[src/rtl/cdl_pkg.sv]
package cdl_pkg;

    localparam int GRID_WIDTH_DEF = 64;
    localparam int NUM_SPECIES    = 6;
    localparam int SPECIES_W      = 3;
    localparam int COORD_IN_W     = 6;
    localparam int COORD_SPAN     = 64;
    localparam int RAND_W         = 16;
    localparam int OUTC_W         = 3;
    localparam int APB_AW         = 3;
    localparam int APB_DW         = 32;

    typedef logic [SPECIES_W-1:0] species_t;
    typedef logic [OUTC_W-1:0]    outcome_t;

    // request action codes, the unused code behaves as a read
    localparam logic [1:0] ACT_WRITE  = 2'd0;
    localparam logic [1:0] ACT_UPDATE = 2'd1;
    localparam logic [1:0] ACT_READ   = 2'd2;

    localparam logic [1:0] DIR_ROW_UP   = 2'd0;
    localparam logic [1:0] DIR_COL_UP   = 2'd1;
    localparam logic [1:0] DIR_ROW_DOWN = 2'd2;
    localparam logic [1:0] DIR_COL_DOWN = 2'd3;

    localparam logic [1:0] KIND_NONE     = 2'd0;
    localparam logic [1:0] KIND_INVADE_B = 2'd1;
    localparam logic [1:0] KIND_SWAP     = 2'd2;
    localparam logic [1:0] KIND_INVADE_A = 2'd3;

    localparam outcome_t OUTC_NONE      = 3'd0;
    localparam outcome_t OUTC_INVADED_B = 3'd1;
    localparam outcome_t OUTC_SWAPPED   = 3'd2;
    localparam outcome_t OUTC_INVADED_A = 3'd3;
    localparam outcome_t OUTC_REFUSED   = 3'd4;

    localparam int REG_SWAP_THRESHOLD = 0;
    localparam logic signed [RAND_W-1:0] SWAP_THRESHOLD_RST = 16'sd2048;

    // payoff on (chosen species, neighbor species)
    localparam logic [1:0] PAYOFF_TAB [NUM_SPECIES][NUM_SPECIES] = '{
        '{2'd0, 2'd1, 2'd1, 2'd2, 2'd3, 2'd3},
        '{2'd3, 2'd0, 2'd1, 2'd1, 2'd2, 2'd3},
        '{2'd3, 2'd3, 2'd0, 2'd1, 2'd1, 2'd2},
        '{2'd2, 2'd3, 2'd3, 2'd0, 2'd1, 2'd1},
        '{2'd1, 2'd2, 2'd3, 2'd3, 2'd0, 2'd1},
        '{2'd1, 2'd1, 2'd2, 2'd3, 2'd3, 2'd0}
    };

    function automatic logic [1:0] payoff_kind(species_t s1, species_t s2);
        logic [1:0] k;
        if (s1 < species_t'(NUM_SPECIES) && s2 < species_t'(NUM_SPECIES))
            k = PAYOFF_TAB[s1][s2];
        else
            k = KIND_NONE;
        return k;
    endfunction

    typedef struct packed {
        logic rd_en;
        logic we_a;
        logic we_b;
    } mem_ctrl_t;

    typedef enum logic {
        S_IDLE,
        S_EXEC
    } state_t;

endpackage

[src/rtl/cdl_if.sv]
interface cdl_in_if;
    import cdl_pkg::*;

    logic                     valid;
    logic                     ready;
    logic [1:0]               action;
    logic [COORD_IN_W-1:0]    row;
    logic [COORD_IN_W-1:0]    col;
    logic [1:0]               direction;
    logic signed [RAND_W-1:0] rand_val;
    logic [SPECIES_W-1:0]     new_species;

    modport source (
        output valid, action, row, col, direction, rand_val, new_species,
        input  ready
    );
    modport sink (
        input  valid, action, row, col, direction, rand_val, new_species,
        output ready
    );
endinterface

interface cdl_out_if;
    import cdl_pkg::*;

    logic                 valid;
    logic                 ready;
    logic [SPECIES_W-1:0] first_species;
    logic [SPECIES_W-1:0] second_species;
    logic [OUTC_W-1:0]    outcome;

    modport source (
        output valid, first_species, second_species, outcome,
        input  ready
    );
    modport sink (
        input  valid, first_species, second_species, outcome,
        output ready
    );
endinterface

[src/rtl/cdl_engine.sv]
module cdl_engine
    import cdl_pkg::*;
#(
    parameter int GRID_WIDTH = GRID_WIDTH_DEF,
    parameter int AW         = $clog2(GRID_WIDTH * GRID_WIDTH)
)
(
    input  logic                     clk,
    input  logic                     rst_n,
    cdl_in_if.sink                   req,
    cdl_out_if.source                rsp,
    input  logic signed [RAND_W-1:0] swap_threshold,
    output mem_ctrl_t                ctrl,
    output logic [AW-1:0]            addr_a,
    output logic [AW-1:0]            addr_b,
    output species_t                 wd_a,
    output species_t                 wd_b,
    input  species_t                 rd_a,
    input  species_t                 rd_b
);

    localparam int CW = $clog2(GRID_WIDTH);

    state_t state_reg, state_next;
    logic   ov_reg, ov_next;
    logic   accept;
    logic   load;

    logic [1:0]               action_reg;
    logic signed [RAND_W-1:0] rand_reg;
    species_t                 species_reg;
    logic [AW-1:0]            addr_a_reg;
    logic [AW-1:0]            addr_b_reg;
    species_t                 first_reg, first_next;
    species_t                 second_reg, second_next;
    outcome_t                 outcome_reg, outcome_next;

    logic [CW-1:0] wrap_lut [COORD_SPAN];
    logic [CW-1:0] r1, c1, r2, c2;
    logic [CW-1:0] r_up, r_dn, c_up, c_dn;
    logic [AW-1:0] addr_a_in, addr_b_in;
    species_t      species_in;
    logic [1:0]    kind;
    logic          swap_ok;

    // coordinate reduction table, built at elaboration
    for (genvar i = 0; i < COORD_SPAN; i++)
    begin : g_wrap
        assign wrap_lut[i] = CW'(i % GRID_WIDTH);
    end

    always_comb
    begin
        r1   = wrap_lut[req.row];
        c1   = wrap_lut[req.col];
        r_up = (r1 == CW'(GRID_WIDTH - 1)) ? '0 : r1 + 1'b1;
        r_dn = (r1 == '0) ? CW'(GRID_WIDTH - 1) : r1 - 1'b1;
        c_up = (c1 == CW'(GRID_WIDTH - 1)) ? '0 : c1 + 1'b1;
        c_dn = (c1 == '0) ? CW'(GRID_WIDTH - 1) : c1 - 1'b1;
        r2   = r1;
        c2   = c1;
        case (req.direction)
            DIR_ROW_UP:   r2 = r_up;
            DIR_COL_UP:   c2 = c_up;
            DIR_ROW_DOWN: r2 = r_dn;
            DIR_COL_DOWN: c2 = c_dn;
            default:      r2 = r1;
        endcase
        addr_a_in  = AW'(r1) * AW'(GRID_WIDTH) + AW'(c1);
        addr_b_in  = AW'(r2) * AW'(GRID_WIDTH) + AW'(c2);
        species_in = (req.new_species > species_t'(NUM_SPECIES - 1)) ?
                     species_t'(NUM_SPECIES - 1) : req.new_species;
    end

    assign req.ready = (state_reg == S_IDLE);
    assign accept    = req.valid && req.ready;

    assign kind    = payoff_kind(rd_a, rd_b);
    assign swap_ok = (rand_reg < swap_threshold);

    // memory ports read at accept, write back from the registered addresses
    assign addr_a = (state_reg == S_IDLE) ? addr_a_in : addr_a_reg;
    assign addr_b = (state_reg == S_IDLE) ? addr_b_in : addr_b_reg;

    always_comb
    begin
        state_next   = state_reg;
        ov_next      = ov_reg && !rsp.ready;
        ctrl         = '0;
        wd_a         = rd_b;
        wd_b         = rd_a;
        load         = 1'b0;
        first_next   = first_reg;
        second_next  = second_reg;
        outcome_next = outcome_reg;
        case (state_reg)
            S_IDLE:
            begin
                if (accept)
                begin
                    ctrl.rd_en = 1'b1;
                    state_next = S_EXEC;
                end
            end
            S_EXEC:
            begin
                // hold the cells until the result slot frees up
                if (!ov_reg || rsp.ready)
                begin
                    load         = 1'b1;
                    ov_next      = 1'b1;
                    state_next   = S_IDLE;
                    first_next   = rd_a;
                    second_next  = '0;
                    outcome_next = OUTC_NONE;
                    case (action_reg)
                        ACT_WRITE:
                        begin
                            ctrl.we_a  = 1'b1;
                            wd_a       = species_reg;
                            first_next = species_reg;
                        end
                        ACT_UPDATE:
                        begin
                            second_next = rd_b;
                            case (kind)
                                KIND_INVADE_B:
                                begin
                                    ctrl.we_b    = 1'b1;
                                    wd_b         = rd_a;
                                    second_next  = rd_a;
                                    outcome_next = OUTC_INVADED_B;
                                end
                                KIND_INVADE_A:
                                begin
                                    ctrl.we_a    = 1'b1;
                                    wd_a         = rd_b;
                                    first_next   = rd_b;
                                    outcome_next = OUTC_INVADED_A;
                                end
                                KIND_SWAP:
                                begin
                                    if (swap_ok)
                                    begin
                                        ctrl.we_a    = 1'b1;
                                        ctrl.we_b    = 1'b1;
                                        first_next   = rd_b;
                                        second_next  = rd_a;
                                        outcome_next = OUTC_SWAPPED;
                                    end
                                    else
                                    begin
                                        outcome_next = OUTC_REFUSED;
                                    end
                                end
                                default: outcome_next = OUTC_NONE;
                            endcase
                        end
                        ACT_READ: first_next = rd_a;
                        default:  first_next = rd_a;
                    endcase
                end
            end
            default: state_next = S_IDLE;
        endcase
    end

    always_ff @(posedge clk or negedge rst_n)
    begin
        if (!rst_n)
        begin
            state_reg <= S_IDLE;
            ov_reg    <= 1'b0;
        end
        else
        begin
            state_reg <= state_next;
            ov_reg    <= ov_next;
        end
    end

    always_ff @(posedge clk)
    begin
        if (accept)
        begin
            action_reg  <= req.action;
            rand_reg    <= req.rand_val;
            species_reg <= species_in;
            addr_a_reg  <= addr_a_in;
            addr_b_reg  <= addr_b_in;
        end
        if (load)
        begin
            first_reg   <= first_next;
            second_reg  <= second_next;
            outcome_reg <= outcome_next;
        end
    end

    assign rsp.valid          = ov_reg;
    assign rsp.first_species  = first_reg;
    assign rsp.second_species = second_reg;
    assign rsp.outcome        = outcome_reg;

`ifndef ASSERT_OFF
    a_exec_after_accept: assert property (@(posedge clk) disable iff (!rst_n)
        accept |=> (state_reg == S_EXEC))
        else $error("accepted request did not enter execute");

    a_write_when_free: assert property (@(posedge clk) disable iff (!rst_n)
        (ctrl.we_a || ctrl.we_b) |-> (state_reg == S_EXEC && (!ov_reg || rsp.ready)))
        else $error("grid written outside execute or with result slot full");

    a_distinct_cells: assert property (@(posedge clk) disable iff (!rst_n)
        (ctrl.we_a && ctrl.we_b) |-> (addr_a_reg != addr_b_reg))
        else $error("both ports write the same cell");

    a_result_from_exec: assert property (@(posedge clk) disable iff (!rst_n)
        $rose(ov_reg) |-> $past(state_reg == S_EXEC))
        else $error("result appeared without an execute cycle");
`endif

endmodule

[src/flat_wrapper.sv]
// flat-port wrapper written by rule: the top's interface ports become plain ports
module cdl_engine_flat import cdl_pkg::*;
#(
    parameter int GRID_WIDTH = GRID_WIDTH_DEF,
    parameter int AW         = $clog2(GRID_WIDTH * GRID_WIDTH)
)
  (clk, rst_n, swap_threshold, ctrl, addr_a, addr_b, wd_a, wd_b, rd_a, rd_b, req_valid, req_action, req_row, req_col, req_direction, req_rand_val, req_new_species, req_ready, rsp_valid, rsp_first_species, rsp_second_species, rsp_outcome, rsp_ready);
  cdl_in_if req_i ();
  cdl_out_if rsp_i ();
  input  logic clk;
  input  logic rst_n;
  input  logic signed [RAND_W-1:0] swap_threshold;
  output mem_ctrl_t ctrl;
  output logic [AW-1:0] addr_a;
  output logic [AW-1:0] addr_b;
  output species_t wd_a;
  output species_t wd_b;
  input  species_t rd_a;
  input  species_t rd_b;
  input wire logic [$bits(req_i.valid)-1:0] req_valid;
  input wire logic [$bits(req_i.action)-1:0] req_action;
  input wire logic [$bits(req_i.row)-1:0] req_row;
  input wire logic [$bits(req_i.col)-1:0] req_col;
  input wire logic [$bits(req_i.direction)-1:0] req_direction;
  input wire logic [$bits(req_i.rand_val)-1:0] req_rand_val;
  input wire logic [$bits(req_i.new_species)-1:0] req_new_species;
  output wire logic [$bits(req_i.ready)-1:0] req_ready;
  output wire logic [$bits(rsp_i.valid)-1:0] rsp_valid;
  output wire logic [$bits(rsp_i.first_species)-1:0] rsp_first_species;
  output wire logic [$bits(rsp_i.second_species)-1:0] rsp_second_species;
  output wire logic [$bits(rsp_i.outcome)-1:0] rsp_outcome;
  input wire logic [$bits(rsp_i.ready)-1:0] rsp_ready;
  assign req_i.valid = req_valid;
  assign req_i.action = req_action;
  assign req_i.row = req_row;
  assign req_i.col = req_col;
  assign req_i.direction = req_direction;
  assign req_i.rand_val = req_rand_val;
  assign req_i.new_species = req_new_species;
  assign req_ready = req_i.ready;
  assign rsp_valid = rsp_i.valid;
  assign rsp_first_species = rsp_i.first_species;
  assign rsp_second_species = rsp_i.second_species;
  assign rsp_outcome = rsp_i.outcome;
  assign rsp_i.ready = rsp_ready;
  cdl_engine #(.GRID_WIDTH(GRID_WIDTH), .AW(AW)) u_core (.clk(clk), .rst_n(rst_n), .req(req_i), .rsp(rsp_i), .swap_threshold(swap_threshold), .ctrl(ctrl), .addr_a(addr_a), .addr_b(addr_b), .wd_a(wd_a), .wd_b(wd_b), .rd_a(rd_a), .rd_b(rd_b));
endmodule
[config.mk]
export PLATFORM = sky130hd
export DESIGN_NAME = cdl_engine_flat
export DESIGN_NICKNAME = d
export VERILOG_FILES = /design/src/rtl/cdl_pkg.sv /design/src/rtl/cdl_if.sv /design/src/rtl/cdl_engine.sv /design/src/flat_wrapper.sv
export SDC_FILE = /design/constraint.sdc
export NUM_CORES = 1
export LEC_CHECK = 0
export ABC_CLOCK_PERIOD_IN_PS = 4100
export BUFFER_PORTS_ARGS = -buffer_cell sky130_fd_sc_hd__buf_2
export CORE_MARGIN = 2
export CORE_UTILIZATION = 45
export DETAILED_ROUTE_END_ITERATION = 8
export GPL_TIMING_DRIVEN = 0
export PLACE_DENSITY = 0.8
export SYNTH_ARGS = -nofsm -noshare
export SYNTH_HDL_FRONTEND = slang
export SYNTH_SLANG_ARGS = --single-unit
[constraint.sdc]
create_clock -name clk -period 4.1 [get_ports clk]
set_input_delay 0.41 -clock clk [delete_from_list [all_inputs] [get_ports clk]]
set_output_delay 0.41 -clock clk [all_outputs]
set_load 0.02 [all_outputs]
* Word-level counts from Yosys, hierarchy flattened
Memories as Yosys holds them, arrays and structs flattened. Index checks and enable logic that the tools add are counted.
Word-level totals: register bits 56, memory bits (read-only) 864, input bits 61, output and inout bits 44, memories 3
Cells by class: add/sub/neg operators 6, magnitude comparators 8, eq/ne operators 9, multiplexer cells 43, bitwise logic cells 5, reductions and logical operators 11
Memory list:
- (name not given) | words 64, bits a word 6, read ports 1, clocked after Yosys merged registers in 0, wr ports 0, RTL line cdl_engine.sv:54 | r1 = wrap_lut[req.row];
- (name not given) | words 64, bits a word 6, read ports 1, clocked after Yosys merged registers in 0, wr ports 0, RTL line cdl_engine.sv:55 | c1 = wrap_lut[req.col];
- (name not given) | words 8, bits a word 12, read ports 1, clocked after Yosys merged registers in 0, wr ports 0, RTL line cdl_pkg.sv:53 | k = PAYOFF_TAB[s1][s2];
Operators with widths (number):
- $mux 12 | 4
- $mux 6 | 8
- $add 12x6->12 | 2
- $pmux 6 s2 | 2
- $mux 3 | 6
- $pmux 3 s2 | 3
- $lt 16x16->1 | 1
- $ge 7x7->1 const B | 2
- $not 6->7 | 2
- $add 6x1->6 const B | 2
- $eq 6x6->1 const B | 2
- $logic_not 6->1 | 2
- $mux 2 | 6
- $sub 6x1->6 const B | 2
- $pmux 3 s3 | 1
- $eq 2x2->1 const B | 4
- $ge 4x4->1 const B | 2
- $mux 1 | 8
- $not 3->4 | 2
- $pmux 1 s2 | 4
- $bmux 2 s3 | 1
- $eq 2x1->1 const B | 3
- $lt 3x3->1 const B | 2
- $logic_not 2->1 | 2
- other kinds (6) | 9

* Logic depth before layout (Yosys ltp)
depth in word-level cells 13, depth in mapped cells 14

* Worst setup path after synthesis
No wires, ideal clock.
path kind reg2out, from register u_core.state_reg, to output ctrl[2] in the netlist's numbering, arrival time 3.081 ns, data required time 3.690 ns, setup slack 0.609 ns, cell stages (with the launch flop) 4, cell sequence dfrtp_1 > buf_1 > nor2b_1 > buf_4
RTL lines:
- start: declaration | RTL line cdl_engine.sv:24 | state_t state_reg, state_next;
- start signal: assignment | RTL line cdl_engine.sv:177 | state_reg <= state_next;
- end: declaration | RTL line flat_wrapper.sv:13 | output mem_ctrl_t ctrl;

==> results.txt <==
DRT antenna net count = 0
Maximum clock frequency = 282 MHz
Post-synthesis sequential area ratio = 0.463
Cts repair resizes = 0
Cells along the critical path = buf_2, clkbuf_1, nand2_1, a311oi_1, a311oi_1, o21ai_0, inv_1, ha_1, inv_1, nor2_1, o31ai_1, nor4_1, buf_2
Fillers = 704
Core area = 7770 um^2
Final WL = 7.83 mm
Unrepaired setup endpoints after global routing = no
Critical Path AT = 3130 ps
Row cnt = 32
DP HPWL = 6.03 mm
Setup Skew = 4.90 ps
Synth unique cells = 47
Worst relative slew slack = 0.527
Layout cells sized above 1 = 0.317
# diodes = 0
Die ar. = 8760 um^2
Power per cell area = 460 nW/um^2
Pre-CTS setup slack = 572 ps
Post-synth ARST share = 0.0357
Reg clk slew, reported paths = 100 ps
Clock Sinks = 56
First-pass GRT wire length = 12.7 mm
Setup violations, final = 0
NumNets Final = 546
Placer Congestion = 0.875
DRC Markers = 0
Max-Cap Viols = 0
Ys flop type = edfxtp_1
Finished Cell Area = 4380 um^2
Critical path's slowest cell = o31ai_1
Postcts setup bufs = 0
Clk root buf = clkbuf_8
CP max stage delay = 480 ps
Clock Path Buffers = 2
Most common cell after layout, fill and taps aside = buf_2
Post-route setup TNS = 0 ps
Post-synth EDFFs = 54
CP required = 3690 ps
Port bufs = 103
CP Class = in -> out
Startpoint class of the critical path = input port
Placed Area = 4280 um^2
DR pass1 iterations = 4
Synthesized instance count = 345
Max-slew violations = 0
VDD IR max = 0.255 mV
Area Growth Syn to Fin = 21.2%
Gr usage total = 0.181
Clk_lat worst skew = 300 ps
H-tree levels = 2
CTS tree = built
#FFs+latches synth = 56
Warning count from the yosys run = 0
Vias = 2975
Worst-path maximum fanout = 10
Final Hold Fails = 0
Final period utilization = 0.864
Mapped Area = 3610 um^2
Initial antenna violation count = 0
Max FFs per register = 16
Die Ht = 93.6 um
Leakage = 1.86 nW
Net count after synthesis = 434
Largest net degree at the start of global routing = 32
Status = finished clean
Via-per-instance ratio = 5.31
Crit end category = output port
Initial Util = 0.465
Non-filler instance count after layout = 560
WHS = 273 ps
Chip width = 93.6 um
DR WL/cell = 14.0 um
Clock buffer count from CTS = 5
IO Count = 105
Grt ovf = 0
Fin crit period = 3540 ps
Avg Synthesized Cell Area = 10.5 um^2
Placed insts = 551
Most frequent cells in the layout = buf_2 (103), edfxtp_1 (54), nand2_1 (32)
HP Class = in -> reg
Vias in the first global route = 2800
Tightest Pin Transition = 710 ps
Final WS setup = 556 ps
1st-iter DRT viols = 116
-- logic make-up (layout without fill, tap and decap cells) --
| kind of cell | Yosys count | count (layout) | synth area share |
|---|---|---|---|
| and+or+nand+nor | 95 | 95 | 0.130 |
| AOI/OAI and AO/OA | 82 | 82 | 0.152 |
| DFF | 56 | 56 | 0.463 |
| buffers and inverters | 50 | 163 | 0.0582 |
| adders and majority gates | 28 | 28 | 0.0970 |
| muxes | 27 | 27 | 0.0828 |
| xor gates and xnor gates | 7 | 7 | 0.0170 |
-- metrics by stage --
step / utilization / power, mW
final: 0.563 / 2.01
after global placement: 0.548 / 1.71
after global routing: 0.563 / 2.14
after detailed placement: 0.551 / 1.74
after floorplan: - / 1.44
after CTS: 0.563 / 2.04
-- per-layer routing --
layer  share of wire  vias up  track usage  wire, um
li1                -     1498            -         -
met2            0.49      104        0.318      3860
met1            0.44     1362        0.232      3410
met4           0.012        0       0.0459        93
met5               0        -            0         0
met3           0.059       11       0.0306       463
-- cell type report --
class | count | area (um^2) | share of cell area
plain buffers | 19 | 93.8 | 0.0214
clock buffers | 6 | 72.6 | 0.0166
clock inverters | 2 | 11.3 | 0.00257
inverters | 31 | 116 | 0.0266
multi-input cells | 239 | 1740 | 0.397
flip-flops and latches | 56 | 1670 | 0.382
well taps | 102 | 128 | 0.0292
repair buffers | 105 | 546 | 0.125
-- path summary, 6_finish.rpt --
check,startpoint,end,slack [ps],cells after the start
setup / recovery,rd_a[2],ctrl[0],560,13
hold / removal,req_rand_val[2],u_core.rand_reg[2]$_DFFE_PP_,270,1
setup reg to reg,u_core.rand_reg[1]$_DFFE_PP_,u_core.rsp.first_species[1]$_DFFE_PP_,1520,7
min in group asynchronous,rst_n,u_core.state_reg$_DFF_PN0_,410,2
max in group asynchronous,rst_n,u_core.rsp.valid$_DFF_PN0_,3600,2
hold reg to reg,u_core.rsp.valid$_DFF_PN0_,u_core.rsp.valid$_DFF_PN0_,530,2
-- Yosys cell counts (all sizes together), types with 2 or more instances --
master  number  area [um^2]
a211oi       6         45.0
a21boi       2         15.0
a21oi       18         90.1
a221o        3         30.0
a22o         3         26.3
a311oi       4         35.0
a31oi        2         12.5
buf          9         56.3
clkbuf      10         37.5
dfrtp        2         50.1
edfxtp      54         1620
ha          28          350
inv         31          116
mux2        23          259
mux2i        4         40.0
nand2       32          120
nand2b       5         38.8
nand3        7         35.0
nand3b       5         37.5
nand4        3         18.8
nor2        18         67.6
nor2b        4         25.0
nor3         7         35.0
nor4         4         25.0
o211ai       2         15.0
o21a         2         15.0
o21ai       22          110
o22ai        7         43.8
o31ai        4         30.0
or2          3         18.8
or3          4         25.0
xnor2        3         26.3
xor2         4         35.0
-- critical path, delay by kind of cell --
family	cells	cell delay (ps)
buffers and inverters	5	880
adder cells (fa/ha/maj)	1	270
AO/OA/AOI/OAI	4	1180
AND/OR/NAND/NOR	3	380
-- timing repair --
action	in CTS	in global routing
hold buffers	1	0
hold endpoints to repair	2	0
endpoints found under the setup margin	0	0
-- power breakdown --
part           switching (mW)  internal [mW]
Sequential             0.0367          0.784
Combinational           0.563          0.339
Clock                   0.171          0.119
No activity file was read; power rests on OpenSTA's default activity.
