--- src/rtl/cdl_pkg.sv ---
package cdl_pkg;

    localparam int GRID_WIDTH_DEF = 64;
    localparam int NUM_SPECIES    = 6;
    localparam int SPECIES_W      = 3;
    localparam int COORD_IN_W     = 6;
    localparam int COORD_SPAN     = 64;
    localparam int RAND_W         = 16;
    localparam int OUTC_W         = 3;
    localparam int APB_AW         = 3;
    localparam int APB_DW         = 32;

    typedef logic [SPECIES_W-1:0] species_t;
    typedef logic [OUTC_W-1:0]    outcome_t;

    // request action codes, the unused code behaves as a read
    localparam logic [1:0] ACT_WRITE  = 2'd0;
    localparam logic [1:0] ACT_UPDATE = 2'd1;
    localparam logic [1:0] ACT_READ   = 2'd2;

    localparam logic [1:0] DIR_ROW_UP   = 2'd0;
    localparam logic [1:0] DIR_COL_UP   = 2'd1;
    localparam logic [1:0] DIR_ROW_DOWN = 2'd2;
    localparam logic [1:0] DIR_COL_DOWN = 2'd3;

    localparam logic [1:0] KIND_NONE     = 2'd0;
    localparam logic [1:0] KIND_INVADE_B = 2'd1;
    localparam logic [1:0] KIND_SWAP     = 2'd2;
    localparam logic [1:0] KIND_INVADE_A = 2'd3;

    localparam outcome_t OUTC_NONE      = 3'd0;
    localparam outcome_t OUTC_INVADED_B = 3'd1;
    localparam outcome_t OUTC_SWAPPED   = 3'd2;
    localparam outcome_t OUTC_INVADED_A = 3'd3;
    localparam outcome_t OUTC_REFUSED   = 3'd4;

    localparam int REG_SWAP_THRESHOLD = 0;
    localparam logic signed [RAND_W-1:0] SWAP_THRESHOLD_RST = 16'sd2048;

    // payoff on (chosen species, neighbor species)
    localparam logic [1:0] PAYOFF_TAB [NUM_SPECIES][NUM_SPECIES] = '{
        '{2'd0, 2'd1, 2'd1, 2'd2, 2'd3, 2'd3},
        '{2'd3, 2'd0, 2'd1, 2'd1, 2'd2, 2'd3},
        '{2'd3, 2'd3, 2'd0, 2'd1, 2'd1, 2'd2},
        '{2'd2, 2'd3, 2'd3, 2'd0, 2'd1, 2'd1},
        '{2'd1, 2'd2, 2'd3, 2'd3, 2'd0, 2'd1},
        '{2'd1, 2'd1, 2'd2, 2'd3, 2'd3, 2'd0}
    };

    function automatic logic [1:0] payoff_kind(species_t s1, species_t s2);
        logic [1:0] k;
        if (s1 < species_t'(NUM_SPECIES) && s2 < species_t'(NUM_SPECIES))
            k = PAYOFF_TAB[s1][s2];
        else
            k = KIND_NONE;
        return k;
    endfunction

    typedef struct packed {
        logic rd_en;
        logic we_a;
        logic we_b;
    } mem_ctrl_t;

    typedef enum logic {
        S_IDLE,
        S_EXEC
    } state_t;

endpackage

--- src/rtl/cdl_regs.sv ---
module cdl_regs
    import cdl_pkg::*;
(
    input  logic                     clk,
    input  logic                     rst_n,
    input  logic                     psel,
    input  logic                     penable,
    input  logic                     pwrite,
    input  logic [APB_AW-1:0]        paddr,
    input  logic [APB_DW-1:0]        pwdata,
    output logic [APB_DW-1:0]        prdata,
    output logic                     pready,
    output logic signed [RAND_W-1:0] swap_threshold
);

    logic signed [RAND_W-1:0] thr_reg;
    logic signed [RAND_W-1:0] thr_next;
    logic                     hit;

    // one register, so the word index is the top address bit
    assign hit = (paddr[APB_AW-1] == 1'(REG_SWAP_THRESHOLD));

    always_comb
    begin
        thr_next = thr_reg;
        if (psel && penable && pwrite && hit)
            thr_next = pwdata[RAND_W-1:0];
    end

    always_ff @(posedge clk or negedge rst_n)
    begin
        if (!rst_n)
            thr_reg <= SWAP_THRESHOLD_RST;
        else
            thr_reg <= thr_next;
    end

    assign prdata         = hit ? {{(APB_DW-RAND_W){thr_reg[RAND_W-1]}}, thr_reg} : '0;
    assign pready         = 1'b1;
    assign swap_threshold = thr_reg;

endmodule

--- config.mk ---
export PLATFORM = sky130hd
export DESIGN_NAME = cdl_regs
export DESIGN_NICKNAME = d
export VERILOG_FILES = /design/src/rtl/cdl_pkg.sv /design/src/rtl/cdl_regs.sv
export SDC_FILE = /design/constraint.sdc
export NUM_CORES = 1
export LEC_CHECK = 0
export BUFFER_PORTS_ARGS = -buffer_cell sky130_fd_sc_hd__buf_2
export CORE_UTILIZATION = 38
export DETAILED_ROUTE_END_ITERATION = 12
export HOLD_SLACK_MARGIN = 0.02
export PLACE_DENSITY = 0.85
export SYNTH_ARGS = -nofsm -noshare
export SYNTH_HDL_FRONTEND = slang
export SYNTH_SLANG_ARGS = --single-unit
--- constraint.sdc ---
create_clock -name clk -period 2.5 [get_ports clk]
set_input_delay 0.25 -clock clk [delete_from_list [all_inputs] [get_ports clk]]
set_output_delay 0.25 -clock clk [all_outputs]
set_load 0.05 [all_outputs]
* After elaboration in Yosys (flattened, before gate mapping)
Cells that the tools add are included.
Word-level totals: word-level logic and storage cells 6, output and inout bits 49, input port bits 40, bits in registers 16
Cells by class: reduce and logical (&&, ||, !) cells 3, mux-type cells 1, bitwise logic cells 1
Operators with widths (number):
- $mux W32 | 1
- $logic_and A1 B1 Y1 | 3
- $not A1 Y1 | 1

* Longest topological paths before layout
Gate-level depths: netlist (run 1).
word-level depth 3, mapped depth 3, mapped depth without buffers 2

* Worst setup path after synthesis (run 1)
No wires, ideal clock.
path kind reg-to-output, start reg thr_reg[15], in the netlist swap_threshold[15], end out prdata[16], stages on the path, launching flop included 3, required time 2.250 ns, arrival time 1.664 ns, setup slack 0.586 ns, cell sequence dfrtp_1 > and2b_1 > buf_4
Between the ends: longest elaborated chain between the ends 1
RTL lines:
- start: declaration | RTL line cdl_regs.sv:16 | logic signed [RAND_W-1:0] thr_reg;
- start signal: assignment | RTL line cdl_regs.sv:35 | thr_reg <= thr_next;
- $mux W32 | RTL line cdl_regs.sv:38 | assign prdata = hit ? {{(APB_DW-RAND_W){thr_reg[RAND_W-1]}}, thr_reg} : '0;
- end: declaration | RTL line cdl_regs.sv:11 | output logic [APB_DW-1:0] prdata,
No other way between the ends.

* Worst setup path after layout (run 1)
start reg thr_reg[15], in the netlist swap_threshold[15], end out prdata[23]
Same word-level chain as after synthesis.

==> impl_table.tex, run 1 <==
\begin{tabular}{lr}
\hline
Metric & Value \\
\hline
\multicolumn{2}{l}{\textbf{Synthesis}} \\
\quad Average footprint of a synthesized cell & 13.0 µm² \\
\quad Cell area after technology mapping & 897 µm² \\
\quad Count of distinct cell types in the synthesized netlist & 11 \\
\quad Post-Syn Nets & 109 \\
\quad Number of synthesized register bits & 16 \\
\quad Post-Synthesis Cells & 69 \\
\quad Register area share after synthesis & 44.8\% \\
\quad Synthesis warning total & 0 \\
\multicolumn{2}{l}{\textbf{Cells and area}} \\
\quad Area of all sequential standard cells & 402 µm² \\
\quad Ant. Diodes & 0 \\
\quad Flip-flop count of the largest register after layout & 16 \\
\quad Fill cell count & 195 \\
\quad Layout cell share with drive strength beyond 1 & 72.6\% \\
\quad Most frequent cells in the layout & 69 x sky130\_fd\_sc\_hd\_\_buf\_2, 15 x sky130\_fd\_sc\_hd\_\_dfrtp\_1, 10 x sky130\_fd\_sc\_hd\_\_nor2b\_1, 10 x sky130\_fd\_sc\_hd\_\_mux2\_4 \\
\quad Layout Nets & 165 \\
\quad Commonest non-fill, non-tap cell in the layout & sky130\_fd\_sc\_hd\_\_buf\_2 \\
\quad Core occupancy in the finished layout & 52.9\% \\
\quad Multi-input combinational cell area & 353 µm² \\
\quad Non-filler instance count after layout & 152 \\
\quad Area overhead of the layout relative to synthesis & 30.5\% \\
\quad Final cell area excluding filler cells & 0.00117 mm² \\
\multicolumn{2}{l}{\textbf{Floorplanning}} \\
\quad Initial Util & 40.6\% \\
\quad Die W & between 50 and 60 µm \\
\quad Placement Rows & 17 \\
\quad Area inside the core boundary & $\sim$0.0022 mm² \\
\quad Floorplan die area & roughly 0.0026 mm² \\
\quad I/O pins & 89 \\
\quad Die outline height & 50.6 µm \\
\multicolumn{2}{l}{\textbf{Timing}} \\
\quad Final period utilization & 62.3\% \\
\quad RSZ-0062 raised after global routing & false \\
\quad Number of setup violations in the final report & 0 \\
\quad Post-layout worst setup margin & 0.943 ns \\
\quad Setup TNS & 0 ns \\
\quad Number of max-slew violations in the final report & 0 \\
\quad Number of hold-slack violations in the final timing report & 0 \\
\quad Clock period minus final worst setup slack & roughly 1.6 ns \\
\quad Top achievable clock speed & 0.642 GHz \\
\quad Clock skew after layout & 0 ns \\
\multicolumn{2}{l}{\textbf{Detailed routing}} \\
\quad Total wirelength of the detailed-routed design & 1640 µm \\
\quad Vias & 681 \\
\quad Number of iterations in the first detailed-routing pass & 4 \\
\quad Vias per std cell & 4.48 \\
\quad Number of remaining DRC errors & 0 \\
\quad Average wire length per cell after detail routing & 10.8 µm \\
\quad Detail Route Antenna Nets & 0 \\
\quad DRT iter0 DRCs & 3 \\
\multicolumn{2}{l}{\textbf{CTS}} \\
\quad Skew-Pair Late Insertion Delay & 0.28 ns \\
\quad Clk slew on worst S/H paths & 0.09 ns \\
\quad Number of buffers inserted during clock tree synthesis & 3 \\
\quad Clock sink count & 16 \\
\quad Post-CTS repair timing setup buffer count & 0 \\
\quad Deepest level of the CTS H-tree & 1 \\
\quad Clock root buffer & sky130\_fd\_sc\_hd\_\_clkbuf\_4 \\
\quad Buffer levels on the longest clock path & 2 \\
\quad TritonCTS clock tree & yes \\
\multicolumn{2}{l}{\textbf{Pwr}} \\
\quad Worst-case vdd ir drop & approximately 0.65 mV \\
\quad Comb pwr share & roughly three fifths \\
\quad Internal cell power & 0.561 mW \\
\quad Clk network pwr share & between 10 and 15\% \\
\quad Switching share of total power & about 54\% \\
\quad Leak & 0.710 nW \\
\quad Fraction of power consumed by sequential logic & $\sim$29\% \\
\quad Cell area power density & 1040 mW/mm² \\
\quad Sw power & between 0.6 and 0.7 mW \\
\multicolumn{2}{l}{\textbf{Worst setup path}} \\
\quad Cell count of the worst reg-to-reg path & 1 \\
\quad Number of cells on the critical path & 2 \\
\quad Cell Chain, Critical Path & and2b\_1 -> buf\_2 \\
\quad Arrival time worst endpoint & 1.31 ns \\
\quad Cell type group with the largest total delay on the critical path & flip-flops \\
\quad Critical path class & reg -> out \\
\quad Kind of end point of the critical path & output port \\
\quad Largest driver fanout on the critical path & 17 \\
\quad Required time at the endpoint of the critical path & 2.25 ns \\
\quad Peak per-stage delay on the critical path & $\sim$0.36 ns \\
\quad CP Launch Type & flip-flop \\
\quad Cell with the biggest individual delay on the critical path & sky130\_fd\_sc\_hd\_\_dfrtp\_1 \\
\quad Buffering stage count on the worst path with inverters included & 1 \\
\multicolumn{2}{l}{\textbf{GRT}} \\
\quad Maximum number of pins on one net before global-route repair & 18 \\
\quad GR Overflow Total & 0 \\
\quad Initial antenna violation count & 0 \\
\quad Number of global-route vias before repair & 600 \\
\quad Overall fraction of global-route tracks in use & between 10\% and 20\% \\
\quad First-pass GRT wire length & 2570 µm \\
\multicolumn{2}{l}{\textbf{Worst hold path}} \\
\quad Classification of the worst-slack hold path & in -> reg \\
\quad Worst hold path stage count & 2 \\
\multicolumn{2}{l}{\textbf{Placement}} \\
\quad Count of input and output buffers & 69 \\
\quad Routability Congestion & between 0.6 and 0.7 \\
\quad Post-DP HPWL & 1270 µm \\
\quad Post-Place Setup Slack & 1.01 ns \\
\quad Placed standard-cell area & 0.00113 mm² \\
\quad Instance count after placement with tap cells included & 147 \\
\multicolumn{2}{l}{\textbf{Status}} \\
\quad Result of the run & finished clean \\
\multicolumn{2}{l}{\textbf{Flow run}} \\
\quad Max capacitance violation total & 0 \\
\hline
\end{tabular}
-- stage by stage --
| step | hold slack, ns | power (mW) |
|---|---|---|
| finish | 0.196 | 1.22 |
| global route | 0.178 | 1.28 |
| CTS | 0.176 | 1.24 |
| detailed placement | 0.182 | 1.09 |
| global placement | 0.175 | 1.08 |
| floorplan | -0.0456 | 0.984 |
-- layout make-up --
type                    count  share of cell area [%]
clock buffers               4                    2.24
multi-input cells          34                    30.1
flip-flops and latches     16                    34.3
well taps                  28                    2.99
repair buffers             70                    30.3
-- per-layer routing --
layer | up-vias | share of wire [%] | global-route usage [%] | wire (µm)
met5 | - | 0 | 0 | 0
met4 | 0 | 0.49 | 5.56 | 8
met3 | 2 | 11 | 3.94 | 184
met2 | 57 | 47 | 24.9 | 773
met1 | 307 | 41 | 14.8 | 670
li1 | 315 | - | - | -
-- cells by family after synthesis --
group                  count (synthesis)  share of synthesized area, %
muxes                                 16                          24.3
other                                  1                         0.418
DFF                                   16                          44.8
buffers and inverters                 19                          15.9
and+or+nand+nor                       17                          14.6
-- power groups by stage --
stage               registers (mW)  clock network [mW]  logic, mW
floorplan                    0.563                   0      0.422
global placement             0.357                   0      0.726
finish                       0.357               0.136      0.728
detailed placement           0.361                   0      0.732
CTS                          0.358               0.147      0.732
global route                 0.368               0.157      0.754
-- Yosys cell counts --
library cell / n / area, µm²
sky130_fd_sc_hd__mux2_4: 10 / 150
sky130_fd_sc_hd__dfrtp_1: 15 / 375
sky130_fd_sc_hd__nand4b_4: 1 / 23.8
sky130_fd_sc_hd__clkbuf_1: 1 / 3.75
sky130_fd_sc_hd__dfstp_2: 1 / 26.3
sky130_fd_sc_hd__nor2b_1: 10 / 62.6
sky130_fd_sc_hd__mux2_2: 6 / 67.6
sky130_fd_sc_hd__conb_1: 1 / 3.75
sky130_fd_sc_hd__buf_4: 17 / 128
sky130_fd_sc_hd__and2b_1: 6 / 45.0
sky130_fd_sc_hd__buf_6: 1 / 11.3
-- path summary, 6_finish.rpt --
path	start	to	slack, ns
setup / recovery	swap_threshold[15]	prdata[23]	0.94
hold / removal	pwdata[2]	swap_threshold[2]	0.20
max in group asynchronous	rst_n	swap_threshold[11]	1.80
setup reg to reg	swap_threshold[2]	swap_threshold[2]	1.73
min in group asynchronous	rst_n	swap_threshold[8]	0.40
hold reg to reg	swap_threshold[10]	swap_threshold[10]	0.53
-- repair_timing --
action | 4_1_cts | 5_1_grt
hold endpoints to repair | 15 | 0
gates resized for setup | 0 | 0
hold buffers | 1 | 0
Note: power is estimated with default switching activity, not from simulation.
==> inputs of run 2 (changes only) <==
--- a/config.mk
+++ b/config.mk
@@ -6,10 +6,10 @@
 export NUM_CORES = 1
 export LEC_CHECK = 0
 export BUFFER_PORTS_ARGS = -buffer_cell sky130_fd_sc_hd__buf_2
-export CORE_UTILIZATION = 38
+export CORE_UTILIZATION = 32
 export DETAILED_ROUTE_END_ITERATION = 12
 export HOLD_SLACK_MARGIN = 0.02
-export PLACE_DENSITY = 0.85
+export PLACE_DENSITY = 0.77
 export SYNTH_ARGS = -nofsm -noshare
 export SYNTH_HDL_FRONTEND = slang
 export SYNTH_SLANG_ARGS = --single-unit
==> constraint.sdc (replaced) <==
create_clock -name clk -period 1.3 [get_ports clk]
set_input_delay 0.13 -clock clk [delete_from_list [all_inputs] [get_ports clk]]
set_output_delay 0.13 -clock clk [all_outputs]
set_load 0.05 [all_outputs]
==> impl_table.tex, run 2 (synthesized netlist as in run 1, its figures left out) <==
\begin{tabular}{lr}
\hline
Metric & Value \\
\hline
\multicolumn{2}{l}{\textbf{GRT}} \\
\quad Number of global-route vias before repair & 627 (+4.5\%) \\
\quad GR Overflow Total & 0 (unchanged) \\
\quad Initial antenna violation count & 0 (unchanged) \\
\quad Maximum number of pins on one net before global-route repair & 18 (unchanged) \\
\quad First-pass GRT wire length & 2670 µm (+4.1\%) \\
\quad Overall fraction of global-route tracks in use & 13.0\% (-0.72 points) \\
\multicolumn{2}{l}{\textbf{Floorplanning}} \\
\quad Placement Rows & 18 (+1) \\
\quad Die W & 54.9 µm (+8.6\%) \\
\quad Floorplan die area & 0.00302 mm² (+18\%) \\
\quad Initial Util & 34.9\% (-5.6 points) \\
\quad I/O pins & 89 (unchanged) \\
\quad Die outline height & 54.9 µm (+8.6\%) \\
\quad Area inside the core boundary & 0.00257 mm² (+16\%) \\
\multicolumn{2}{l}{\textbf{Timing}} \\
\quad Number of setup violations in the final report & 0 (unchanged) \\
\quad RSZ-0062 raised after global routing & false \\
\quad Clock period minus final worst setup slack & 1.24 ns \\
\quad Setup TNS & 0 ns (unchanged) \\
\quad Number of max-slew violations in the final report & 0 (unchanged) \\
\quad Final hold slack & 0.0683 ns (-0.128 ns) \\
\quad Top achievable clock speed & 0.803 GHz \\
\quad Clock skew after layout & 0 ns (unchanged) \\
\quad Post-layout worst setup margin & 0.0550 ns (-0.888 ns) \\
\quad Final period utilization & between 90 and 100\% \\
\quad Number of hold-slack violations in the final timing report & 0 (unchanged) \\
\multicolumn{2}{l}{\textbf{Worst setup path}} \\
\quad Kind of end point of the critical path & output port \\
\quad Arrival time worst endpoint & 1.11 ns (-0.20 ns) \\
\quad CP Launch Type & flip-flop \\
\quad Critical path class & reg -> out \\
\quad Largest driver fanout on the critical path & 3 (-14) \\
\quad Required time at the endpoint of the critical path & 1.17 ns (-1.08 ns) \\
\multicolumn{2}{l}{\textbf{Detailed routing}} \\
\quad Met2 Wirelength & 1030 µm (+33\%) \\
\quad Total wirelength of the detailed-routed design & 1950 µm (+19\%) \\
\quad Number of iterations in the first detailed-routing pass & 1 (-3) \\
\quad Number of remaining DRC errors & 0 (unchanged) \\
\quad Met1 wire length & 713 µm (+6.4\%) \\
\quad Vias & 698 (+2.5\%) \\
\quad Average wire length per cell after detail routing & 12.2 µm (+14\%) \\
\quad Highest routed layer & met4 \\
\quad Vias per std cell & 4.39 (-2.0\%) \\
\quad Detail Route Antenna Nets & 0 (unchanged) \\
\quad Met3 wire length & 195 µm (+6.0\%) \\
\quad DRT iter0 DRCs & 0 (-3) \\
\multicolumn{2}{l}{\textbf{CTS}} \\
\quad Buffer levels on the longest clock path & 2 (unchanged) \\
\quad Clock sink count & 16 (unchanged) \\
\quad Clock root buffer & sky130\_fd\_sc\_hd\_\_clkbuf\_4 \\
\quad Post-CTS repair timing setup buffer count & 0 (unchanged) \\
\quad Skew-Pair Late Insertion Delay & 0.28 ns (about the same) \\
\quad Number of buffers inserted during clock tree synthesis & 3 (unchanged) \\
\quad Deepest level of the CTS H-tree & 1 (unchanged) \\
\quad TritonCTS clock tree & yes \\
\quad Clk slew on worst S/H paths & 0.10 ns (about the same) \\
\multicolumn{2}{l}{\textbf{Placement}} \\
\quad Placed standard-cell area & 0.00126 mm² (+11\%) \\
\quad Post-DP HPWL & 1500 µm (+18\%) \\
\quad Instance count after placement with tap cells included & 153 (+4.1\%) \\
\quad Count of input and output buffers & 69 (unchanged) \\
\quad Post-Place Setup Slack & 0.122 ns (-0.886 ns) \\
\quad Routability Congestion & 0.682 (+0.69\%) \\
\multicolumn{2}{l}{\textbf{Pwr}} \\
\quad Total chip power & 2.56 mW (+110\%) \\
\quad Cell area power density & 1880 mW/mm² (+80\%) \\
\quad Leak & 0.793 nW (+12\%) \\
\quad Worst-case vdd ir drop & 1.06 mV (+64\%) \\
\multicolumn{2}{l}{\textbf{Cells and area}} \\
\quad Layout Nets & 170 (+3.0\%) \\
\quad Commonest non-fill, non-tap cell in the layout & sky130\_fd\_sc\_hd\_\_buf\_2 \\
\quad Multi-input combinational cell area & 440 µm² (+25\%) \\
\quad Flip-flop count of the largest register after layout & 16 (unchanged) \\
\quad Most frequent cells in the layout & 51 x sky130\_fd\_sc\_hd\_\_buf\_2, 20 x sky130\_fd\_sc\_hd\_\_buf\_4, 14 x sky130\_fd\_sc\_hd\_\_dfrtp\_1 \\
\quad Core occupancy in the finished layout & 53.1\% (+0.18 points) \\
\quad Area overhead of the layout relative to synthesis & 52.0\% \\
\quad Ant. Diodes & 0 (unchanged) \\
\quad Final cell area excluding filler cells & 0.00136 mm² (+16\%) \\
\quad Layout cell share with drive strength beyond 1 & 83.7\% (+11 points) \\
\quad Area of all sequential standard cells & 403 µm² (+0.31\%) \\
\quad Non-filler instance count after layout & 159 (+4.6\%) \\
\quad Fill cell count & 243 (+25\%) \\
\multicolumn{2}{l}{\textbf{Flow run}} \\
\quad Max capacitance violation total & 0 (unchanged) \\
\multicolumn{2}{l}{\textbf{Worst hold path}} \\
\quad Classification of the worst-slack hold path & in -> reg \\
\multicolumn{2}{l}{\textbf{Status}} \\
\quad Result of the run & finished clean \\
\hline
\end{tabular}
## run 2: cell types whose count changed in the layout (fill, tap and decap cells not counted)
cell | before | now
sky130_fd_sc_hd__buf_4 | 0 | 20
sky130_fd_sc_hd__buf_2 | 69 | 51
sky130_fd_sc_hd__nor2b_1 | 10 | 0
sky130_fd_sc_hd__nor2b_4 | 0 | 10
sky130_fd_sc_hd__and2b_4 | 0 | 2
sky130_fd_sc_hd__and2b_1 | 6 | 5
sky130_fd_sc_hd__buf_12 | 0 | 1
sky130_fd_sc_hd__buf_6 | 0 | 1
sky130_fd_sc_hd__clkbuf_1 | 1 | 0
sky130_fd_sc_hd__clkbuf_8 | 0 | 1
sky130_fd_sc_hd__dfrtp_1 | 15 | 14
sky130_fd_sc_hd__dfrtp_2 | 0 | 1
## run 2: path summary, 6_finish.rpt
check	start	cells past startpoint	to	slack [ns]
worst max-delay path	swap_threshold[11]	2	prdata[11]	0.06
worst min-delay path	pwdata[4]	2	swap_threshold[4]	0.07
worst max register to register	swap_threshold[15]	1	swap_threshold[15]	0.50
worst min register to register	swap_threshold[13]	1	swap_threshold[13]	0.54
max in group asynchronous	rst_n	2	swap_threshold[11]	0.71
min in group asynchronous	rst_n	2	swap_threshold[9]	0.28
## run 2: layout make-up
class                      count  share of cell area, %
timing repair buffer          74                   32.8
sequential                    16                   29.5
multi-input combinational     35                   32.3
tap                           30                   2.75
clock buffer                   4                   2.66
## run 2: worst max-delay path: stages, from the launching register on
cell	delay, ns
sky130_fd_sc_hd__dfstp_2	0.55
sky130_fd_sc_hd__nor2b_4	0.14
sky130_fd_sc_hd__buf_6	0.16
## run 2: metal layers
layer	global-route usage (%)	vias to the layer above
li1	-	324
met1	13.0	318
met2	25.1	54
met3	2.73	2
met4	6.25	0
met5	0	-
## run 2: power by group
| group | switching (mW) | leakage [nW] | internal [mW] | total, mW |
|---|---|---|---|---|
| logic | 1.07 | 0.583 | 0.464 | 1.54 |
| registers | 0.0835 | 0.189 | 0.614 | 0.697 |
| clock network | 0.158 | 0.0210 | 0.170 | 0.328 |
## run 2: what timing repair did
item	4_1_cts	5_1_grt
endpoints found under the setup margin	18	18
resized for setup	1	37
endpoints found under the hold margin	15	0
gates cloned	0	1
hold buffers	1	0
==> inputs of run 3 (changes only) <==
--- a/config.mk
+++ b/config.mk
@@ -5,11 +5,13 @@
 export SDC_FILE = /design/constraint.sdc
 export NUM_CORES = 1
 export LEC_CHECK = 0
+export ABC_AREA = 1
 export BUFFER_PORTS_ARGS = -buffer_cell sky130_fd_sc_hd__buf_2
 export CORE_UTILIZATION = 32
 export DETAILED_ROUTE_END_ITERATION = 12
 export HOLD_SLACK_MARGIN = 0.02
-export PLACE_DENSITY = 0.77
+export PLACE_DENSITY = 0.76
+export SLEW_MARGIN = 20
 export SYNTH_ARGS = -nofsm -noshare
 export SYNTH_HDL_FRONTEND = slang
 export SYNTH_SLANG_ARGS = --single-unit
==> impl_table.tex, run 3 <==
\begin{tabular}{lr}
\hline
Metric & Value \\
\hline
\multicolumn{2}{l}{\textbf{Synthesis}} \\
\quad Count of distinct cell types in the synthesized netlist & 13 (+2) \\
\quad Async set or reset register ratio after synthesis & 100\% (unchanged) \\
\quad Library cell with the largest summed area after synthesis & sky130\_fd\_sc\_hd\_\_dfrtp\_1 \\
\quad Register area share after synthesis & 42.9\% (-1.9 points) \\
\quad Cell area after technology mapping & 936 µm² (+4.3\%) \\
\quad Number of synthesized register bits & 16 (unchanged) \\
\quad Ys flop type & sky130\_fd\_sc\_hd\_\_dfrtp\_1 \\
\quad Synthesis warning total & 0 (unchanged) \\
\quad Post-Synthesis Cells & 124 (+80\%) \\
\quad Area contributors post-synth & sky130\_fd\_sc\_hd\_\_dfrtp\_1 40\%, sky130\_fd\_sc\_hd\_\_buf\_4 14\%, sky130\_fd\_sc\_hd\_\_nand2\_1 13\% \\
\quad Synth top area share & 40.1\% (-1.7 points) \\
\quad Average footprint of a synthesized cell & 7.55 µm² (-42\%) \\
\quad Most common library cells after synthesis & 33 x sky130\_fd\_sc\_hd\_\_nand2\_1, 18 x sky130\_fd\_sc\_hd\_\_buf\_4, 17 x sky130\_fd\_sc\_hd\_\_inv\_1 \\
\quad Post-synth EDFFs & 0 (unchanged) \\
\quad Post-Syn Nets & 164 (+50\%) \\
\quad Most common cell in the netlist & sky130\_fd\_sc\_hd\_\_nand2\_1 \\
\multicolumn{2}{l}{\textbf{Worst setup path}} \\
\quad Peak per-stage delay on the critical path & 0.43 ns (-0.12 ns) \\
\quad Cell Chain, Critical Path & inv\_2 -> nor2\_4 -> buf\_12 -> buf\_4 \\
\quad CP Launch Type & flip-flop \\
\quad Arrival time worst endpoint & 1.14 ns (+0.03 ns) \\
\quad Largest driver fanout on the critical path & 17 (+14) \\
\quad Critical path class & reg -> out \\
\quad Required time at the endpoint of the critical path & 1.17 ns (about the same) \\
\quad Cell with the biggest individual delay on the critical path & sky130\_fd\_sc\_hd\_\_dfrtp\_2 \\
\quad Kind of end point of the critical path & output port \\
\multicolumn{2}{l}{\textbf{Status}} \\
\quad Result of the run & finished clean \\
\multicolumn{2}{l}{\textbf{Cells and area}} \\
\quad Non-filler instance count after layout & 209 (+31\%) \\
\quad Core occupancy in the finished layout & 47.3\% (-5.8 points) \\
\quad Multi-input combinational cell area & 337 µm² (-24\%) \\
\quad Commonest non-fill, non-tap cell in the layout & sky130\_fd\_sc\_hd\_\_buf\_2 \\
\quad Layout Nets & 219 (+29\%) \\
\quad Area overhead of the layout relative to synthesis & 39.3\% \\
\quad Area of all sequential standard cells & 403 µm² (unchanged) \\
\quad Layout cell share with drive strength beyond 1 & 51.1\% (-33 points) \\
\quad Fill cell count & 277 (+14\%) \\
\quad Most frequent cells in the layout & 51 x sky130\_fd\_sc\_hd\_\_buf\_2, 33 x sky130\_fd\_sc\_hd\_\_nand2\_1, 18 x sky130\_fd\_sc\_hd\_\_buf\_4 \\
\quad Ant. Diodes & 0 (unchanged) \\
\quad Flip-flop count of the largest register after layout & 16 (unchanged) \\
\multicolumn{2}{l}{\textbf{Timing}} \\
\quad Clock skew after layout & 0 ns (unchanged) \\
\quad Number of setup violations in the final report & 0 (unchanged) \\
\quad Top achievable clock speed & 0.785 GHz (-2.2\%) \\
\quad Number of max-slew violations in the final report & 0 (unchanged) \\
\quad Final hold slack & 0.0684 ns (+0.000112 ns) \\
\quad Clock period minus final worst setup slack & 1.27 ns (+0.0283 ns) \\
\quad Number of hold-slack violations in the final timing report & 0 (unchanged) \\
\quad Final period utilization & 97.9\% (+2.2 points) \\
\quad RSZ-0062 raised after global routing & true \\
\quad Post-layout worst setup margin & 0.0267 ns (-0.0283 ns) \\
\multicolumn{2}{l}{\textbf{Detailed routing}} \\
\quad Vias per std cell & 4.24 (-3.3\%) \\
\quad Number of remaining DRC errors & 0 (unchanged) \\
\quad Total wirelength of the detailed-routed design & 2040 µm (+4.8\%) \\
\quad Number of iterations in the first detailed-routing pass & 4 (+3) \\
\quad Detail Route Antenna Nets & 0 (unchanged) \\
\quad DRT iter0 DRCs & 29 (+29) \\
\quad Vias & 887 (+27\%) \\
\quad Average wire length per cell after detail routing & 9.77 µm (-20\%) \\
\multicolumn{2}{l}{\textbf{Floorplanning}} \\
\quad Initial Util & 33.9\% (-1.0 points) \\
\quad Placement Rows & 19 (+1) \\
\quad Floorplan die area & 0.00314 mm² (+4.2\%) \\
\quad I/O pins & 89 (unchanged) \\
\quad Die W & 56.1 µm (+2.1\%) \\
\quad Die outline height & 56.1 µm (+2.1\%) \\
\quad Area inside the core boundary & 0.00276 mm² (+7.4\%) \\
\multicolumn{2}{l}{\textbf{GRT}} \\
\quad First-pass GRT wire length & 3340 µm (+25\%) \\
\quad Initial antenna violation count & 0 (unchanged) \\
\quad GR Overflow Total & 0 (unchanged) \\
\quad Overall fraction of global-route tracks in use & 13.5\% (+0.51 points) \\
\quad Number of global-route vias before repair & 745 (+19\%) \\
\quad Maximum number of pins on one net before global-route repair & 18 (unchanged) \\
\multicolumn{2}{l}{\textbf{Placement}} \\
\quad Post-Place Setup Slack & 0.217 ns (+0.0953 ns) \\
\quad Post-DP HPWL & 1520 µm (+1.0\%) \\
\quad Count of input and output buffers & 69 (unchanged) \\
\quad Routability Congestion & 0.713 (+4.6\%) \\
\quad Instance count after placement with tap cells included & 203 (+33\%) \\
\multicolumn{2}{l}{\textbf{CTS}} \\
\quad Deepest level of the CTS H-tree & 1 (unchanged) \\
\quad Number of buffers inserted during clock tree synthesis & 3 (unchanged) \\
\quad Clock sink count & 16 (unchanged) \\
\quad Clk slew on worst S/H paths & 0.08 ns (-0.02 ns) \\
\quad Buffer levels on the longest clock path & 2 (unchanged) \\
\quad Skew-Pair Late Insertion Delay & 0.28 ns (about the same) \\
\quad Clock root buffer & sky130\_fd\_sc\_hd\_\_clkbuf\_4 \\
\quad TritonCTS clock tree & yes \\
\multicolumn{2}{l}{\textbf{Worst hold path}} \\
\quad Classification of the worst-slack hold path & in -> reg \\
\multicolumn{2}{l}{\textbf{Pwr}} \\
\quad Cell area power density & 1680 mW/mm² (-11\%) \\
\quad Worst-case vdd ir drop & 1.10 mV (+3.6\%) \\
\quad Leak & 0.812 nW (+2.4\%) \\
\multicolumn{2}{l}{\textbf{Flow run}} \\
\quad Max capacitance violation total & 0 (unchanged) \\
\hline
\end{tabular}
## run 3: cell types whose count changed after synthesis, sizes merged
| cell | before | now |
|---|---|---|
| and2b | 6 | 0 |
| buf | 18 | 22 |
| clkbuf | 1 | 0 |
| inv | 0 | 18 |
| mux2 | 16 | 0 |
| nand2 | 0 | 34 |
| nand3 | 0 | 16 |
| nand4b | 1 | 0 |
| nor2 | 0 | 17 |
| nor2b | 10 | 0 |
## run 3: repair_timing
item,CTS,global route
resized for setup,18,1
setup buffers,1,0
pin swaps,1,0
hold buffers,1,0
endpoints found under the setup margin,18,18
hold endpoints to repair,15,0
## run 3: cell type report
| class | count | share of cell area (%) |
|---|---|---|
| inverters | 18 | 5.18 |
| well taps | 31 | 2.98 |
| repair buffers | 72 | 33.1 |
| flip-flops and latches | 16 | 30.9 |
| multi-input cells | 68 | 25.8 |
| clock buffers | 4 | 2.02 |
## run 3: where the power goes
group	switching, mW	internal (mW)	total, mW
Sequential	0.0684	0.596	0.665
Clock	0.143	0.119	0.262
Combinational	0.973	0.286	1.26
Total	1.18	1.00	2.19
## run 3: critical path: cells and delay by family, from the launching register on
kind                   cells  cell delay, ns
flip-flops                 1            0.43
buffers and inverters      3            0.40
AND/OR/NAND/NOR            1            0.04
## run 3: path summary, 6_finish.rpt
path,startpoint,to,slack [ns],cells past startpoint
worst min register to register,swap_threshold[11],swap_threshold[11],0.47,2
min in group asynchronous,rst_n,swap_threshold[13],0.29,2
worst min-delay path,pwdata[11],swap_threshold[11],0.07,3
worst max register to register,swap_threshold[11],swap_threshold[11],0.60,2
worst max-delay path,swap_threshold[15],prdata[25],0.03,4
max in group asynchronous,rst_n,swap_threshold[11],0.70,2
## run 3: metrics by stage
step / area (µm²) / power, mW / TNS (ns)
2_1_floorplan: 978 / 1.70 / -3.89
3_3_place_gp: 1200 / 1.87 / 0
3_5_place_dp: 1200 / 1.88 / 0
4_1_cts: 1300 / 2.20 / 0
5_1_grt: 1300 / 2.30 / -0.589
6_report: 1300 / 2.19 / 0
## run 3: layer usage
metal	global-route usage (%)	wire, µm	vias up
met5	0	0	-
met4	3.14	12	0
met3	4.19	110	2
met2	23.3	1020	31
met1	16.5	894	397
li1	-	-	457
## run 3: kinds of logic after synthesis
kind of cell | Yosys count | synth area share, %
buf+inv | 40 | 25.1
flops | 16 | 42.9
other cells | 1 | 0.401
simple gates | 67 | 31.6
